**src/hdl/plc_pkg.sv**
```systemverilog
// Shared types and constants of the precedence level shape classifier.
package plc_pkg;

  localparam int ROW_W = 16;
  localparam int IDX_W = 4;
  localparam int LVL_W = 5;
  localparam int CNT_W = 5;
  localparam int CLS_W = 3;

  localparam logic [CLS_W-1:0] CLS_CYCLE   = 3'd0;
  localparam logic [CLS_W-1:0] CLS_NONINC  = 3'd1;
  localparam logic [CLS_W-1:0] CLS_NONDEC  = 3'd2;
  localparam logic [CLS_W-1:0] CLS_RISEFAL = 3'd3;
  localparam logic [CLS_W-1:0] CLS_FALRISE = 3'd4;
  localparam logic [CLS_W-1:0] CLS_MULTI   = 3'd5;

  // Control broadcast from the sequencer to every node cell.
  typedef struct packed {
    logic             start;
    logic             load;
    logic [IDX_W-1:0] load_idx;
    logic             peel;
    logic             rotate;
    logic [LVL_W-1:0] round;
  } cell_ctrl_t;

  // Control of the level sequence scanner.
  typedef struct packed {
    logic sample;
    logic first;
    logic second;
  } shape_ctrl_t;

endpackage

```
**src/hdl/plc_in_if.sv**
```systemverilog
// Input channel carrying one matrix row per word.
interface plc_in_if;
  logic                      valid;
  logic                      ready;
  logic [plc_pkg::ROW_W-1:0] row_bits;
  logic                      last_row;

  modport source (output valid, output row_bits, output last_row, input ready);
  modport sink (input valid, input row_bits, input last_row, output ready);
endinterface

```
**src/hdl/plc_out_if.sv**
```systemverilog
// Output channel carrying one node result per word.
interface plc_out_if;
  logic                      valid;
  logic                      ready;
  logic [plc_pkg::IDX_W-1:0] node_index;
  logic [plc_pkg::LVL_W-1:0] level;
  logic [plc_pkg::CLS_W-1:0] shape_class;
  logic                      last;

  modport source (output valid, output node_index, output level, output shape_class,
                  output last, input ready);
  modport sink (input valid, input node_index, input level, input shape_class,
                input last, output ready);
endinterface

```
**src/hdl/plc_cell.sv**
```systemverilog
// One node cell: holds its matrix row, remaining flag and level.
module plc_cell #(
  parameter int NODES = 16,
  parameter int IDX   = 0
) (
  input  logic                      clk_i,
  input  logic                      rst_ni,
  input  plc_pkg::cell_ctrl_t       ctrl_i,
  input  logic [plc_pkg::ROW_W-1:0] row_i,
  input  logic                      init_rem_i,
  input  logic [NODES-1:0]          rem_vec_i,
  input  logic [plc_pkg::LVL_W-1:0] next_level_i,
  output logic                      rem_o,
  output logic                      ready_o,
  output logic [plc_pkg::LVL_W-1:0] level_o
);

  logic [NODES-1:0]          row_q;
  logic                      rem_q;
  logic [plc_pkg::LVL_W-1:0] level_q;
  logic                      sel;

  assign sel     = ctrl_i.load && (ctrl_i.load_idx == plc_pkg::IDX_W'(IDX));
  // A node may leave when none of its successors is still remaining.
  assign ready_o = rem_q && ((row_q & rem_vec_i) == '0);
  assign rem_o   = rem_q;
  assign level_o = level_q;

  always_ff @(posedge clk_i or negedge rst_ni) begin
    if (!rst_ni) begin
      rem_q <= 1'b0;
    end else if (ctrl_i.start) begin
      rem_q <= init_rem_i;
    end else if (ctrl_i.peel && ready_o) begin
      rem_q <= 1'b0;
    end
  end

  always_ff @(posedge clk_i) begin
    if (sel) begin
      row_q <= row_i[NODES-1:0];
    end
    if (ctrl_i.peel && ready_o) begin
      level_q <= ctrl_i.round;
    end else if (ctrl_i.rotate) begin
      level_q <= next_level_i;
    end
  end

endmodule

```
**src/hdl/plc_shape.sv**
```systemverilog
// Streaming scanner that classifies the shape of the level sequence.
module plc_shape (
  input  logic                      clk_i,
  input  logic                      rst_ni,
  input  plc_pkg::shape_ctrl_t      ctrl_i,
  input  logic [plc_pkg::LVL_W-1:0] level_i,
  output logic [plc_pkg::CLS_W-1:0] shape_class_o
);

  logic [plc_pkg::LVL_W-1:0] prev_q;
  logic rises_q, falls_q, fell_q, rose_q, ok3_q, ok4_q, c3_q, c4_q;
  logic up, down;

  assign up   = level_i > prev_q;
  assign down = level_i < prev_q;

  always_ff @(posedge clk_i) begin
    if (ctrl_i.sample) begin
      prev_q <= level_i;
    end
  end

  always_ff @(posedge clk_i or negedge rst_ni) begin
    if (!rst_ni) begin
      rises_q <= 1'b0;
      falls_q <= 1'b0;
      fell_q  <= 1'b0;
      rose_q  <= 1'b0;
      ok3_q   <= 1'b1;
      ok4_q   <= 1'b1;
      c3_q    <= 1'b0;
      c4_q    <= 1'b0;
    end else if (ctrl_i.sample && ctrl_i.first) begin
      rises_q <= 1'b0;
      falls_q <= 1'b0;
      fell_q  <= 1'b0;
      rose_q  <= 1'b0;
      ok3_q   <= 1'b1;
      ok4_q   <= 1'b1;
      c3_q    <= 1'b0;
      c4_q    <= 1'b0;
    end else if (ctrl_i.sample) begin
      if (up) rises_q <= 1'b1;
      if (down) falls_q <= 1'b1;
      if (ctrl_i.second) begin
        c3_q <= !down;
        c4_q <= !up;
      end
      // Rise then fall breaks when the levels climb again after a fall.
      if (!fell_q) begin
        if (down) fell_q <= 1'b1;
      end else if (up) begin
        ok3_q <= 1'b0;
      end
      // Fall then rise breaks when the levels drop again after a rise.
      if (!rose_q) begin
        if (up) rose_q <= 1'b1;
      end else if (down) begin
        ok4_q <= 1'b0;
      end
    end
  end

  always_comb begin
    if (!rises_q) begin
      shape_class_o = plc_pkg::CLS_NONINC;
    end else if (!falls_q) begin
      shape_class_o = plc_pkg::CLS_NONDEC;
    end else if (c3_q && ok3_q) begin
      shape_class_o = plc_pkg::CLS_RISEFAL;
    end else if (c4_q && ok4_q) begin
      shape_class_o = plc_pkg::CLS_FALRISE;
    end else begin
      shape_class_o = plc_pkg::CLS_MULTI;
    end
  end

endmodule

```
**src/hdl/precedence_levels_shape_classify_unit.sv**
```systemverilog
// Top level of the precedence level peeling and shape classification unit.
// Rows load one word per cycle while the sequencer is idle; after the last row, peeling runs
// its level rounds (at most n), then the level scan, and results leave one per cycle while
// the output register is free. No new rows are taken before the last result of a matrix is
// loaded, so the peel round loop of the cell chain and the rotating level chain set the pace.
// Reset clears the sequencer, the remaining flags and the output valid flag and sets the node
// count to 16; stored rows and levels hold no reset value and must be loaded before use.
module precedence_levels_shape_classify_unit #(
  parameter int MAX_NODES = 16
) (
  input  logic                      clk_i,
  input  logic                      rst_ni,
  input  logic                      cfg_we_i,
  input  logic [plc_pkg::CNT_W-1:0] cfg_wdata_i,
  plc_in_if.sink                    in_i,
  plc_out_if.source                 out_o
);

  // Rows are 16 bits wide, so no more than 16 nodes can ever be in use.
  localparam int NODES = (MAX_NODES < plc_pkg::ROW_W) ? MAX_NODES : plc_pkg::ROW_W;
  localparam int CW    = $clog2(NODES);
  localparam int RCW   = $clog2(NODES + 1);

  localparam logic [2:0] S_IDLE = 3'd0;
  localparam logic [2:0] S_PEEL = 3'd1;
  localparam logic [2:0] S_SCAN = 3'd2;
  localparam logic [2:0] S_OUT  = 3'd3;
  localparam logic [2:0] S_CYC  = 3'd4;

  logic [2:0]                state_q, state_d;
  logic [plc_pkg::CNT_W-1:0] node_count_q;
  logic [plc_pkg::CNT_W-1:0] n_w;
  logic [RCW-1:0]            row_cnt_q, row_cnt_d;
  logic [CW-1:0]             cnt_q, cnt_d;
  logic [plc_pkg::LVL_W-1:0] round_q, round_d;
  logic [NODES-1:0]          all_mask, rem_vec, rdy_vec;
  logic [plc_pkg::LVL_W-1:0] lvl [NODES];
  plc_pkg::cell_ctrl_t       cell_ctrl;
  plc_pkg::shape_ctrl_t      shape_ctrl;
  logic [plc_pkg::CLS_W-1:0] shape_class;
  logic                      acc, free, ld, ld_last, ld_cyc, cnt_end;

  logic                      ov_q;
  logic [plc_pkg::IDX_W-1:0] idx_q;
  logic [plc_pkg::LVL_W-1:0] lvl_q;
  logic [plc_pkg::CLS_W-1:0] cls_q;
  logic                      last_q;

  // A node count of zero acts as one node, and counts above the chain length saturate.
  always_comb begin
    if (node_count_q == '0) begin
      n_w = plc_pkg::CNT_W'(1);
    end else if (node_count_q > plc_pkg::CNT_W'(NODES)) begin
      n_w = plc_pkg::CNT_W'(NODES);
    end else begin
      n_w = node_count_q;
    end
  end

  always_comb begin
    for (int i = 0; i < NODES; i++) begin
      all_mask[i] = plc_pkg::CNT_W'(i) < n_w;
    end
  end

  always_ff @(posedge clk_i or negedge rst_ni) begin
    if (!rst_ni) begin
      node_count_q <= plc_pkg::CNT_W'(16);
    end else if (cfg_we_i) begin
      node_count_q <= cfg_wdata_i;
    end
  end

  // The chain of node cells. During the scan and output phases the levels rotate
  // toward cell 0, and the cell at position n-1 takes the level of cell 0.
  for (genvar i = 0; i < NODES; i++) begin : g_cell
    logic [plc_pkg::LVL_W-1:0] next_lvl;
    if (i == NODES - 1) begin : g_tail
      assign next_lvl = lvl[0];
    end else begin : g_mid
      assign next_lvl = (plc_pkg::CNT_W'(i + 1) == n_w) ? lvl[0] : lvl[i+1];
    end
    plc_cell #(
      .NODES(NODES),
      .IDX  (i)
    ) u_cell (
      .clk_i       (clk_i),
      .rst_ni      (rst_ni),
      .ctrl_i      (cell_ctrl),
      .row_i       (in_i.row_bits),
      .init_rem_i  (all_mask[i]),
      .rem_vec_i   (rem_vec),
      .next_level_i(next_lvl),
      .rem_o       (rem_vec[i]),
      .ready_o     (rdy_vec[i]),
      .level_o     (lvl[i])
    );
  end

  plc_shape u_shape (
    .clk_i        (clk_i),
    .rst_ni       (rst_ni),
    .ctrl_i       (shape_ctrl),
    .level_i      (lvl[0]),
    .shape_class_o(shape_class)
  );

  assign in_i.ready = (state_q == S_IDLE);
  assign acc        = in_i.valid && in_i.ready;
  assign free       = !ov_q || out_o.ready;
  assign cnt_end    = plc_pkg::CNT_W'(cnt_q) == (n_w - plc_pkg::CNT_W'(1));

  always_comb begin
    state_d    = state_q;
    row_cnt_d  = row_cnt_q;
    cnt_d      = cnt_q;
    round_d    = round_q;
    cell_ctrl  = '0;
    shape_ctrl = '0;
    ld         = 1'b0;
    ld_last    = 1'b0;
    ld_cyc     = 1'b0;
    case (state_q)
      S_IDLE: begin
        if (acc) begin
          // Rows past the node count are dropped.
          if (plc_pkg::CNT_W'(row_cnt_q) < n_w) begin
            cell_ctrl.load     = 1'b1;
            cell_ctrl.load_idx = plc_pkg::IDX_W'(row_cnt_q);
            row_cnt_d          = row_cnt_q + RCW'(1);
          end
          if (in_i.last_row) begin
            cell_ctrl.start = 1'b1;
            row_cnt_d       = '0;
            round_d         = '0;
            state_d         = S_PEEL;
          end
        end
      end
      S_PEEL: begin
        if (rdy_vec == '0) begin
          // Nothing can leave this round, so the graph holds a cycle.
          state_d = S_CYC;
        end else begin
          cell_ctrl.peel  = 1'b1;
          cell_ctrl.round = round_q + plc_pkg::LVL_W'(1);
          round_d         = round_q + plc_pkg::LVL_W'(1);
          if ((rem_vec & ~rdy_vec) == '0) begin
            cnt_d   = '0;
            state_d = S_SCAN;
          end
        end
      end
      S_SCAN: begin
        shape_ctrl.sample = 1'b1;
        shape_ctrl.first  = (cnt_q == '0);
        shape_ctrl.second = (cnt_q == CW'(1));
        cell_ctrl.rotate  = 1'b1;
        if (cnt_end) begin
          cnt_d   = '0;
          state_d = S_OUT;
        end else begin
          cnt_d = cnt_q + CW'(1);
        end
      end
      S_OUT: begin
        if (free) begin
          ld               = 1'b1;
          ld_last          = cnt_end;
          cell_ctrl.rotate = 1'b1;
          if (cnt_end) begin
            cnt_d   = '0;
            state_d = S_IDLE;
          end else begin
            cnt_d = cnt_q + CW'(1);
          end
        end
      end
      S_CYC: begin
        if (free) begin
          ld_cyc  = 1'b1;
          state_d = S_IDLE;
        end
      end
      default: begin
        state_d = S_IDLE;
      end
    endcase
  end

  always_ff @(posedge clk_i or negedge rst_ni) begin
    if (!rst_ni) begin
      state_q   <= S_IDLE;
      row_cnt_q <= '0;
      cnt_q     <= '0;
      round_q   <= '0;
      ov_q      <= 1'b0;
    end else begin
      state_q   <= state_d;
      row_cnt_q <= row_cnt_d;
      cnt_q     <= cnt_d;
      round_q   <= round_d;
      if (ld || ld_cyc) begin
        ov_q <= 1'b1;
      end else if (out_o.ready) begin
        ov_q <= 1'b0;
      end
    end
  end

  // Output register: the finished word waits here while the sequencer moves on.
  always_ff @(posedge clk_i) begin
    if (ld) begin
      idx_q  <= plc_pkg::IDX_W'(cnt_q);
      lvl_q  <= lvl[0];
      cls_q  <= shape_class;
      last_q <= ld_last;
    end else if (ld_cyc) begin
      idx_q  <= '0;
      lvl_q  <= '0;
      cls_q  <= plc_pkg::CLS_CYCLE;
      last_q <= 1'b1;
    end
  end

  assign out_o.valid       = ov_q;
  assign out_o.node_index  = idx_q;
  assign out_o.level       = lvl_q;
  assign out_o.shape_class = cls_q;
  assign out_o.last        = last_q;

`ifndef SYNTHESIS
  a_rem_in_range: assert property (@(posedge clk_i) disable iff (!rst_ni)
    (state_q == S_PEEL) |-> ((rem_vec & ~all_mask) == '0))
    else $error("remaining node outside the active range");

  a_round_bound: assert property (@(posedge clk_i) disable iff (!rst_ni)
    (state_q == S_PEEL) |-> (round_q < n_w))
    else $error("peel round count exceeds node count");

  a_peel_shrinks: assert property (@(posedge clk_i) disable iff (!rst_ni)
    (state_q == S_PEEL && rdy_vec != '0) |=>
      ($countones(rem_vec) < $past($countones(rem_vec))))
    else $error("peel round removed no node");

  a_last_to_idle: assert property (@(posedge clk_i) disable iff (!rst_ni)
    (ld && ld_last) |=> (state_q == S_IDLE && ov_q && last_q))
    else $error("final result did not return the sequencer to idle");

  a_cycle_word: assert property (@(posedge clk_i) disable iff (!rst_ni)
    (ov_q && cls_q == plc_pkg::CLS_CYCLE) |-> (lvl_q == '0 && idx_q == '0 && last_q))
    else $error("cycle result carries a nonzero payload");
`endif

endmodule

```
**src/flat_wrapper.sv**
```systemverilog
// flat-port wrapper written by rule: the top's interface ports become plain ports
module precedence_levels_shape_classify_unit_flat 
#(
  parameter int MAX_NODES = 16
)
  (clk_i, rst_ni, cfg_we_i, cfg_wdata_i, in_i_valid, in_i_row_bits, in_i_last_row, in_i_ready, out_o_valid, out_o_node_index, out_o_level, out_o_shape_class, out_o_last, out_o_ready);
  plc_in_if in_i_i ();
  plc_out_if out_o_i ();
  input  logic clk_i;
  input  logic rst_ni;
  input  logic cfg_we_i;
  input  logic [plc_pkg::CNT_W-1:0] cfg_wdata_i;
  input wire logic [$bits(in_i_i.valid)-1:0] in_i_valid;
  input wire logic [$bits(in_i_i.row_bits)-1:0] in_i_row_bits;
  input wire logic [$bits(in_i_i.last_row)-1:0] in_i_last_row;
  output wire logic [$bits(in_i_i.ready)-1:0] in_i_ready;
  output wire logic [$bits(out_o_i.valid)-1:0] out_o_valid;
  output wire logic [$bits(out_o_i.node_index)-1:0] out_o_node_index;
  output wire logic [$bits(out_o_i.level)-1:0] out_o_level;
  output wire logic [$bits(out_o_i.shape_class)-1:0] out_o_shape_class;
  output wire logic [$bits(out_o_i.last)-1:0] out_o_last;
  input wire logic [$bits(out_o_i.ready)-1:0] out_o_ready;
  assign in_i_i.valid = in_i_valid;
  assign in_i_i.row_bits = in_i_row_bits;
  assign in_i_i.last_row = in_i_last_row;
  assign in_i_ready = in_i_i.ready;
  assign out_o_valid = out_o_i.valid;
  assign out_o_node_index = out_o_i.node_index;
  assign out_o_level = out_o_i.level;
  assign out_o_shape_class = out_o_i.shape_class;
  assign out_o_last = out_o_i.last;
  assign out_o_i.ready = out_o_ready;
  precedence_levels_shape_classify_unit #(.MAX_NODES(MAX_NODES)) u_core (.clk_i(clk_i), .rst_ni(rst_ni), .cfg_we_i(cfg_we_i), .cfg_wdata_i(cfg_wdata_i), .in_i(in_i_i), .out_o(out_o_i));
endmodule
```
**config.mk**
```make
export PLATFORM = sky130hd
export DESIGN_NAME = precedence_levels_shape_classify_unit_flat
export DESIGN_NICKNAME = d
export VERILOG_FILES = /design/src/hdl/plc_pkg.sv /design/src/hdl/plc_in_if.sv /design/src/hdl/plc_out_if.sv /design/src/hdl/plc_cell.sv /design/src/hdl/plc_shape.sv /design/src/hdl/precedence_levels_shape_classify_unit.sv /design/src/flat_wrapper.sv
export SDC_FILE = /design/constraint.sdc
export NUM_CORES = 1
export LEC_CHECK = 0
export BUFFER_PORTS_ARGS = -buffer_cell sky130_fd_sc_hd__buf_2
export CELL_PAD_IN_SITES_DETAIL_PLACEMENT = 0
export CELL_PAD_IN_SITES_GLOBAL_PLACEMENT = 1
export CORE_MARGIN = 2
export CORE_UTILIZATION = 52
export CTS_CLUSTER_SIZE = 10
export DETAILED_ROUTE_END_ITERATION = 10
export GPL_ROUTABILITY_DRIVEN = 0
export PLACE_DENSITY = 0.82
export SKIP_CTS_REPAIR_TIMING = 1
export SKIP_LAST_GASP = 1
export SLEW_MARGIN = 30
export SYNTH_ARGS = -nofsm -noshare
export SYNTH_HDL_FRONTEND = slang
export SYNTH_SLANG_ARGS = --single-unit
```
**constraint.sdc**
```tcl
create_clock -name clk_i -period 4.4 [get_ports clk_i]
set_input_delay 0.88 -clock clk_i [delete_from_list [all_inputs] [get_ports clk_i]]
set_output_delay 0.88 -clock clk_i [all_outputs]
set_load 0.03 [all_outputs]
```
# Word level (Yosys, flattened, before mapping)
# Cells that the tools add are included.
[word_totals] reg_bits=401 inputBits=27 out_inout_bits=15
[classes] n_addsub=4 n_lt_le_gt_ge=20 n_eq_ne=46 muxes=158 n_bitwise=18 reduce_logical=132
[op_table] operator="5-bit 2-to-1 mux" count=59
[op_table] operator="16-bit logical NOT" count=18
[op_table] operator="16-bit AND" count=17
[op_table] operator="2-bit nonzero test" count=42
[op_table] operator="1-bit 2-to-1 mux" count=73
[op_table] operator="1-bit logical AND" count=52
[op_table] operator="3-bit 2-to-1 mux" count=14
[op_table] operator="4-bit by 5-bit == test with 1-bit output (first input constant)" count=8
[op_table] operator="4-bit by 5-bit less-than comparator with 1-bit output (first input constant)" count=8
[op_table] operator="4-bit == test (second input constant)" count=8
[op_table] operator="4-bit 2-to-1 mux" count=6
[op_table] operator="3-bit by 5-bit == test with 1-bit output (first input constant)" count=4
[op_table] operator="3-bit by 5-bit less-than comparator with 1-bit output (first input constant)" count=4
[op_table] operator="4-bit by 3-bit == test with 1-bit output (second input constant)" count=4
[op_table] operator="16-bit inverter" count=1
[op_table] operator="3-bit one-hot mux with 5 select lines" count=1
[op_table] operator="6-bit 2-to-1 mux" count=2
[op_table] operator="4-bit one-hot mux with 3 select lines" count=1
[op_table] operator="5-bit by 1-bit adder with 5-bit output (second input constant)" count=2
[op_table] operator="2-bit by 5-bit == test with 1-bit output (first input constant)" count=2
[op_table] operator="1-bit by 5-bit less-than comparator with 1-bit output (first input constant)" count=2
[op_table] operator="2-bit by 5-bit less-than comparator with 1-bit output (first input constant)" count=2
[op_table] operator="5-bit less-than comparator" count=2
[op_table] operator="2-bit by 1-bit inequality test with 1-bit output (second input constant)" count=5
[op_table] operator="25 further kinds" count=41

# Depth between registers and ports, before layout
# Gate-level depths: netlist of run 1.
[logic_depth] word_depth=9 depth_mapped=15 mapped_depth_nobuf=14

# Hierarchy
# From an unflattened synthesis of run 1, not the netlist that was laid out.
[unflattened] cells_unflattened=1197 area_unflattened_um2=17679.5
[modules_own_cells] module="plc_cell at u_core.g_cell[0].u_cell ..." instances=7 cells_each=48 area_each_um2=855.8
[modules_own_cells] module="plc_cell at u_core.g_cell[11].u_cell ..." instances=4 cells_each=48 area_each_um2=857.1
[modules_own_cells] module="plc_cell at u_core.g_cell[13].u_cell ..." instances=4 cells_each=48 area_each_um2=853.3
[modules_own_cells] module="precedence_levels_shape_classify_unit" instances=1 cells_each=365 area_each_um2=3290.7
[modules_own_cells] module="plc_cell at u_core.g_cell[15].u_cell" instances=1 cells_each=49 area_each_um2=855.8
[modules_own_cells] module="plc_shape" instances=1 cells_each=63 area_each_um2=700.7

# Worst setup path before layout of run 1
# Ideal clock, no wire load.
[synth_timing] path_kind="flip-flop to flip-flop" start="reg u_core.node_count_q[3] in the netlist's numbering" end="reg u_core.g_cell[2].u_cell.row_q[0], enable pin" setup_ns=0.409 arrival_ns=3.452 setup_slack_ns=0.538 path_stages_with_launch=13 synth_period_minus_slack_ns=3.862 cell_sequence="dfrtp_1 > buf_2 > nor3_1 > nor2_1 > nor2_1 > inv_2 > o21a_1 > o21a_1 > o21a_1 > o21ai_2 > nand3b_2 > or3b_2 > nor3_1"
[synth_between] elab_chain_cells=9 elab_cells_between_ends=10 cone_classes="order compare (2); eq/ne (1); mux (5); reduce/logical (2)"
[synth_lines] item="start, declared" line="precedence_levels_shape_classify_unit.sv:31" source="logic [plc_pkg::CNT_W-1:0] node_count_q;"
[synth_lines] item="start signal, assigned" line="precedence_levels_shape_classify_unit.sv:68" source="node_count_q <= plc_pkg::CNT_W'(16);"
[synth_lines] item="start signal, assigned" line="precedence_levels_shape_classify_unit.sv:70" source="node_count_q <= cfg_wdata_i;"
[synth_lines] item="5-bit > comparator" line="precedence_levels_shape_classify_unit.sv:53" source="end else if (node_count_q > plc_pkg::CNT_W'(NODES)) begin"
[synth_lines] item="5-bit 2-to-1 mux" line="precedence_levels_shape_classify_unit.sv:53"
[synth_lines] item="5-bit 2-to-1 mux *" line="precedence_levels_shape_classify_unit.sv:51" source="if (node_count_q == '0) begin"
[synth_lines] item="5-bit less-than comparator *" line="precedence_levels_shape_classify_unit.sv:127" source="if (plc_pkg::CNT_W'(row_cnt_q) < n_w) begin"
[synth_lines] item="5-bit 2-to-1 mux *" line="precedence_levels_shape_classify_unit.sv:127"
[synth_lines] item="6-bit 2-to-1 mux *" line="precedence_levels_shape_classify_unit.sv:125" source="if (acc) begin"
[synth_lines] item="6-bit 2-to-1 mux *" line="precedence_levels_shape_classify_unit.sv:123" source="case (state_q)"
[synth_lines] item="4-bit by 2-bit == test with 1-bit output" line="plc_cell.sv:23" source="assign sel = ctrl_i.load && (ctrl_i.load_idx == plc_pkg::IDX_W'(IDX));"
[synth_lines] item="1-bit logical AND *" line="plc_cell.sv:23"
[synth_lines] item="named net u_core.g_cell[2].u_cell.sel" line="plc_cell.sv:21" source="logic sel;"
[synth_lines] item="end signal, assigned" line="plc_cell.sv:41" source="row_q <= row_i[NODES-1:0];"
[synth_lines] item="end, declared" line="plc_cell.sv:18" source="logic [NODES-1:0] row_q;"
# Mark *: on every way through the listed nets, which the timed path passes. The rest lies on a longest branch.
# A chain may end at the register's enable or synchronous reset.

# Final worst setup path of run 1
[layout_timing] start="reg u_core.node_count_q[2] in the netlist's numbering" end="reg u_core.g_cell[6].u_cell.row_q[7], enable pin"
[layout_between] elab_chain_cells=9 elab_cells_between_ends=10 cone_classes="order compare (2); eq/ne (1); mux (5); reduce/logical (2)"
[layout_lines] item="5-bit > comparator" line="precedence_levels_shape_classify_unit.sv:53"
[layout_lines] item="5-bit 2-to-1 mux" line="precedence_levels_shape_classify_unit.sv:53"
[layout_lines] item="5-bit 2-to-1 mux *" line="precedence_levels_shape_classify_unit.sv:51"
[layout_lines] item="5-bit less-than comparator *" line="precedence_levels_shape_classify_unit.sv:127"
[layout_lines] item="5-bit 2-to-1 mux *" line="precedence_levels_shape_classify_unit.sv:127"
[layout_lines] item="6-bit 2-to-1 mux *" line="precedence_levels_shape_classify_unit.sv:125"
[layout_lines] item="6-bit 2-to-1 mux *" line="precedence_levels_shape_classify_unit.sv:123"
[layout_lines] item="4-bit by 3-bit == test with 1-bit output" line="plc_cell.sv:23"
[layout_lines] item="1-bit logical AND *" line="plc_cell.sv:23"
[layout_lines] item="named net u_core.g_cell[6].u_cell.sel" line="plc_cell.sv:21"
[layout_lines] item="end signal, assigned" line="plc_cell.sv:41"
[layout_lines] item="end, declared" line="plc_cell.sv:18"
# Marks and branches as above.

==> results.toml, run 1 <==
[global_route]
grt_overflow = 0
grt_pass1_wl_mm = 66.8
grtUsageMet2 = 0.440
grt_most_used_layer = "met2"
grt_use_met1 = 0.358
grtUsageTotal = 0.265
antenna_found_initial = 0
grt_pass1_vias = 10800
met3_usage = 0.0440
grt_max_degree = 32

[synthesis]
synth-edff-count = 354
syn_area_sq_um = 17100
synthArstFlopShare = 0.117
yosysUniqueCellTypes = 56
synth_commonest_cells = "edfxtp_1 (354), nand2_1 (126), o21ai_0 (97)"
synth_area_per_cell_sq_um = 13.9
yosysMostFrequentCell = "edfxtp_1"
synth_area_leader_cell = "edfxtp_1"
synth_top_cell_area_share = 0.623
syn_inst = 1224
synth.yosys.seq_area_share = 0.692
synthesis.nets = 1269
synth_seq_cells = 401
synth_top_flop_cell = "edfxtp_1"
yosys_warnings = 0
yosys-top-cells-area = "edfxtp_1 (62%), dfrtp_1 (6.5%), mux2_2 (3.4%), a22o_1 (3.3%), a221oi_1 (3.2%)"

[drt]
num_vias = 11000
wl_per_cell_um = 25.6
wl_mm = 44.8
drt-initial-drc-count = 1158
ant_nets = 0
drt-pass1-iter-count = 5
drcViolationCount = 0
vias_per_cell = 6.30

[clocking]
cts_max_path_buffers = 3
cts-buffers-inserted = 46
clock_sinks = 401
cts_tree = "done"
clock_latency_ns = 0.56
htree_levels = 2
clk_pin_slew_worst_paths_ns = 0.06
cts_root_buffer = "clkbuf_16"

[placement]
io_buffers = 41
place_inst = 1664
dp_hpwl_mm = 27.1
place_ws_ns = 0.756

[layout]
drive_above_1_share = 0.162
n_fill_cell = 2549
final_cells = 1750
fin_nets = 1315
ff_latch_area_sq_um = 11800
area_delta_synth_final_pct = 11.9
finish.utilization = 0.588
antenna_cells = 0
multi_input_area_sq_um = 4700

[critical_path]
slowest_delay_ns = 0.66
critPathRequiredTime_ns = 4.65
crit_family = "simple AND/OR/NAND/NOR gates"
endpoint_kind = "flop"
worstPathCellList = "inv_1 > nor2_1 > inv_1 > ha_1 > o21a_1 > o21a_1 > o21ai_2 > nand3b_2 > or3b_2 > nor2_1 > buf_4"
startpoint_type = "flop"
crit_slowest_cell = "dfrtp_1"
cp_max_fo = 16
path_buf_inv = 3
worstSetupPathType = "reg2reg"
crit_arrival_ns = 3.98

[floorplan]
start_util = 0.526
die_area_sq_um = 34300
rows = 66
design.portCount = 42
coreArea_sq_um = 32500
die_y_um = 185
chipWidth_um = 185

[timing]
clock_skew_ns = 0.0302
fmax_mhz = 268
relSlewSlack = 0.311
hold_viol_final = 0
final.setup.tns_ns = 0
slew_violations = 0
whs_ns = 0.271
final.setup.worst_slack_ns = 0.665
tightest_slew_ns = 1.03
fin_crit_ns = 3.74
finalSetupViolCount = 0
rsz0062_at_grt = "no"
fin_crit_sh = 0.849

[status]
status = "finished clean"

[worst_hold_path]
min_path_type = "in2async"

[pwr]
ir_worst_vdd_v = 0.000382
powerDensity_nw_per_um2 = 664
p_leak_nw = 6.85

[flow_run]
maxCapViolations = 0
==> cell families after synthesis <==
group                    Yosys count  synth area share
multiplexers                      65            0.0419
AO/OA/AOI/OAI                    322             0.132
adder cells (fa/ha/maj)           18            0.0132
flip-flops                       401             0.692
AND/OR/NAND/NOR                  293            0.0834
XOR/XNOR                           6           0.00308
buffers and inverters            119            0.0346
==> flip-flops by register name, indices dropped and copies added, names as in the netlist, 4 cells and up <==
register,cells
u_core.out_o.node_index,4
u_core.round_q,5
u_core.g_cell.u_cell.row_q,256
u_core.g_cell.u_cell.level_o,80
u_core.g_cell.u_cell.rem_o,16
u_core.row_cnt_q,5
u_core.out_o.level,5
u_core.u_shape.prev_q,5
u_core.node_count_q,5
u_core.cnt_q,4
==> cell type report <==
cell class,count,share of cell area
clock inverters,3,0.00308
flip-flops and latches,401,0.619
multi-input cells,704,0.246
well taps,442,0.0290
repair buffers,85,0.0280
clock buffers,83,0.0687
inverters,32,0.00629
==> final timing paths <==
path | endpoint | slack (ns) | from | cells past startpoint
max reg2reg | u_core.g_cell[6].u_cell.row_q[7] | 0.66 | u_core.node_count_q[2] | 11
max in group asynchronous | u_core.node_count_q[4] | 3.33 | rst_ni | 2
min reg2reg | u_core.u_shape.ok4_q | 0.46 | u_core.u_shape.ok4_q | 2
min in group clk_i | u_core.u_shape.ok4_q | 0.46 | u_core.u_shape.ok4_q | 2
max | u_core.g_cell[6].u_cell.row_q[7] | 0.66 | u_core.node_count_q[2] | 11
min | u_core.cnt_q[3] | 0.27 | rst_ni | 1
==> through the flow <==
| step | power [mW] | area (sq um) |
|---|---|---|
| 4_1_cts | 12.7 | 19100 |
| 6_report | 12.7 | 19100 |
| 5_1_grt | 13.3 | 19100 |
| 3_5_place_dp | 9.21 | 17700 |
| 2_1_floorplan | 8.03 | 17100 |
| 3_3_place_gp | 9.13 | 17700 |
==> per-layer routing <==
layer | routed length, um | up-vias
met5 | 0 | -
met4 | 1300 | 0
li1 | - | 4830
met3 | 3950 | 101
met1 | 18100 | 5492
met2 | 21400 | 604
==> power breakdown <==
group,switching [mW],internal [mW],leakage (nW)
clock,1.47,2.02,0.647
sequential,0.884,5.13,3.85
combinational,1.90,1.28,2.35
==> layout by cell type (no fill, tap or decap), types with 5 or more instances in the layout <==
cell type,instances
a31oi_1,9
nand2_1,126
and4_1,16
inv_1,31
o21a_1,8
clkbuf_1,36
mux2i_1,14
a221oi_1,63
a22oi_1,8
nor2b_1,9
nand3_1,34
a21o_1,5
a21oi_1,37
mux2_2,51
and3_1,6
xor2_1,6
o22ai_1,10
and2_1,16
ha_1,18
a22o_1,65
nor2_1,39
nand2b_1,5
buf_4,44
a211oi_1,5
edfxtp_1,354
clkbuf_16,47
buf_2,41
o21ai_0,96
dfrtp_1,42
nor3_1,10
(Power assumes the default switching activity.)
==> inputs of run 2 (changes only) <==
--- a/config.mk
+++ b/config.mk
@@ -9,11 +9,11 @@
 export CELL_PAD_IN_SITES_DETAIL_PLACEMENT = 0
 export CELL_PAD_IN_SITES_GLOBAL_PLACEMENT = 1
 export CORE_MARGIN = 2
-export CORE_UTILIZATION = 52
+export CORE_UTILIZATION = 47
 export CTS_CLUSTER_SIZE = 10
 export DETAILED_ROUTE_END_ITERATION = 10
 export GPL_ROUTABILITY_DRIVEN = 0
-export PLACE_DENSITY = 0.82
+export PLACE_DENSITY = 0.78
 export SKIP_CTS_REPAIR_TIMING = 1
 export SKIP_LAST_GASP = 1
 export SLEW_MARGIN = 30
==> constraint.sdc (replaced) <==
create_clock -name clk_i -period 3.4 [get_ports clk_i]
set_input_delay 0.68 -clock clk_i [delete_from_list [all_inputs] [get_ports clk_i]]
set_output_delay 0.68 -clock clk_i [all_outputs]
set_load 0.03 [all_outputs]
==> run 2 against run 1 <==
- combinational power grew 59%
- routed wire length up 1.2%
- largest cell class unchanged
- clock power up 29%
- final area is 2.2% higher
- sequential cell count unchanged
- register-to-register slack worse by 0.56 ns
- largest power group unchanged
==> results.toml, run 2 (synthesis gave the netlist of run 1 again) <==
[layout]
fin_nets = 1352
final_common_cell = "edfxtp_1"
drive_above_1_share = 0.184
antenna_cells = 0
multi_input_area_sq_um = 4690
ff_latch_area_sq_um = 11800
largest_register_ffs = 256
area_delta_synth_final_pct = 14.3
finish.utilization = 0.547
largest-register = "u_core.g_cell.u_cell.row_q"
n_fill_cell = 2878
mostFrequentLayoutCells = "edfxtp_1 (354), nand2_1 (126), o21ai_0 (97)"
final_area_sq_um = 19500

[timing]
relSlewSlack = 0.470
clock_skew_ns = 0.0167
fmax_mhz = 304
fin_crit_ns = 3.29
tightest_slew_ns = 0.786
slew_violations = 0
fin_crit_sh = 0.969
finalSetupViolCount = 0
final.setup.tns_ns = 0
hold_viol_final = 0
rsz0062_at_grt = "yes"
whs_ns = 0.0758

[critical_path]
ff2ff_path_depth = 9
crit_arrival_ns = 3.80
critPathRequiredTime_ns = 3.91
worstSetupPathType = "reg2reg"
endpoint_kind = "flop"
startpoint_type = "flop"
cp_max_fo = 12
r2r-end = "u_core.cnt_q[0]"
r2r_start = "u_core.g_cell[14].u_cell.rem_o"
worst-r2r-setup-slack_ns = 0.11

[global_route]
grt_pass1_wl_mm = 68.4
grt_pass1_vias = 11100
antenna_found_initial = 0
grt_overflow = 0
grt_max_degree = 39
grtUsageTotal = 0.242

[drt]
num_vias = 11000
vias_per_cell = 6.11
drt-initial-drc-count = 1263
drt-pass1-iter-count = 5
ant_nets = 0
drcViolationCount = 0
wl_mm = 45.3
wl_per_cell_um = 25.2

[clocking]
cts-buffers-inserted = 46
cts_max_path_buffers = 3
cts_tree = "done"
clk_pin_slew_worst_paths_ns = 0.06
htree_levels = 2
cts_root_buffer = "clkbuf_16"
clock_sinks = 401
clock_latency_ns = 0.58

[status]
status = "finished clean"

[pwr]
seqPwrFrac = 0.429
power.share.combinational = 0.303
switching_share = 0.332
p_leak_nw = 7.07
powerDensity_nw_per_um2 = 858
p_clk_frac = 0.267
internal-power_mw = 11.2
power_switching_mw = 5.56
ir_worst_vdd_v = 0.000513

[floorplan]
start_util = 0.479
die_area_sq_um = 37900
die_y_um = 195
coreArea_sq_um = 35700
chipWidth_um = 195
rows = 69
design.portCount = 42

[worst_hold_path]
min_path_type = "in2async"

[placement]
io_buffers = 41
dp_hpwl_mm = 28.0
placed_area_sq_um = 18100

[flow_run]
maxCapViolations = 0
==> run 2: cell types whose count changed in the layout (fill, tap and decap cells not counted), sizes merged <==
cell / delta
clkbuf: -9
inv: -1
buf: +37
==> run 2: routing by layer <==
| metal | part of all wire | routed length (um) | vias up | GRT usage |
|---|---|---|---|---|
| li1 | - | - | 4900 | - |
| met1 | 0.41 | 18600 | 5483 | 0.317 |
| met2 | 0.49 | 22100 | 493 | 0.405 |
| met3 | 0.075 | 3390 | 105 | 0.0441 |
| met4 | 0.027 | 1240 | 0 | 0.0872 |
| met5 | 0 | 0 | - | 0 |
==> run 2: power by group through the flow <==
stage / Clock (mW) / Sequential, mW / Combinational [mW]
global route: 4.73 / 7.27 / 5.52
CTS: 4.53 / 7.18 / 5.05
floorplan: 0 / 7.18 / 3.22
global placement: 0 / 7.24 / 4.96
finish: 4.48 / 7.18 / 5.07
detailed placement: 0 / 7.25 / 5.03
==> run 2: per-stage QoR <==
stage                     std cells  power [mW]  setup slack [ns]
final                          1796        16.7             0.107
after global routing           1796        17.5          -0.00792
after CTS                      1796        16.8             0.117
after detailed placement       1720        12.3             0.148
after global placement         1720        12.2             0.120
after floorplan                1224        10.4           -0.0346
==> run 2: worst max-delay path by stage <==
stage / startpoint / end / cells after the start
final: u_core.g_cell[14].u_cell.rem_o / u_core.cnt_q[0] / 9
after global routing: u_core.g_cell[14].u_cell.rem_o / u_core.cnt_q[0] / 9
after CTS: u_core.g_cell[10].u_cell.rem_o / u_core.cnt_q[3] / 9
after detailed placement: u_core.g_cell[14].u_cell.rem_o / u_core.cnt_q[3] / 9
after global placement: u_core.g_cell[14].u_cell.rem_o / u_core.cnt_q[3] / 9
after floorplan: u_core.node_count_q[3] / u_core.g_cell[14].u_cell.row_q[0] / 12
==> run 2: critical path, cell delays in order, from the launching register on <==
cell      delay (ns)
dfrtp_1         0.64
a22o_1          0.33
a221oi_1        0.29
and4_1          0.37
o22ai_1         0.12
or4_4           0.53
o21a_1          0.27
a211o_4         0.38
nor3_1          0.19
a21o_1          0.11
==> run 2: cell type report <==
cell class	instances	share of cell area
Multi-Input combinational cell	704	0.241
Tap cell	461	0.0296
Clock inverter	2	0.00308
Timing Repair Buffer	122	0.0491
Clock buffer	74	0.0660
Sequential cell	401	0.606
Inverter	32	0.00616
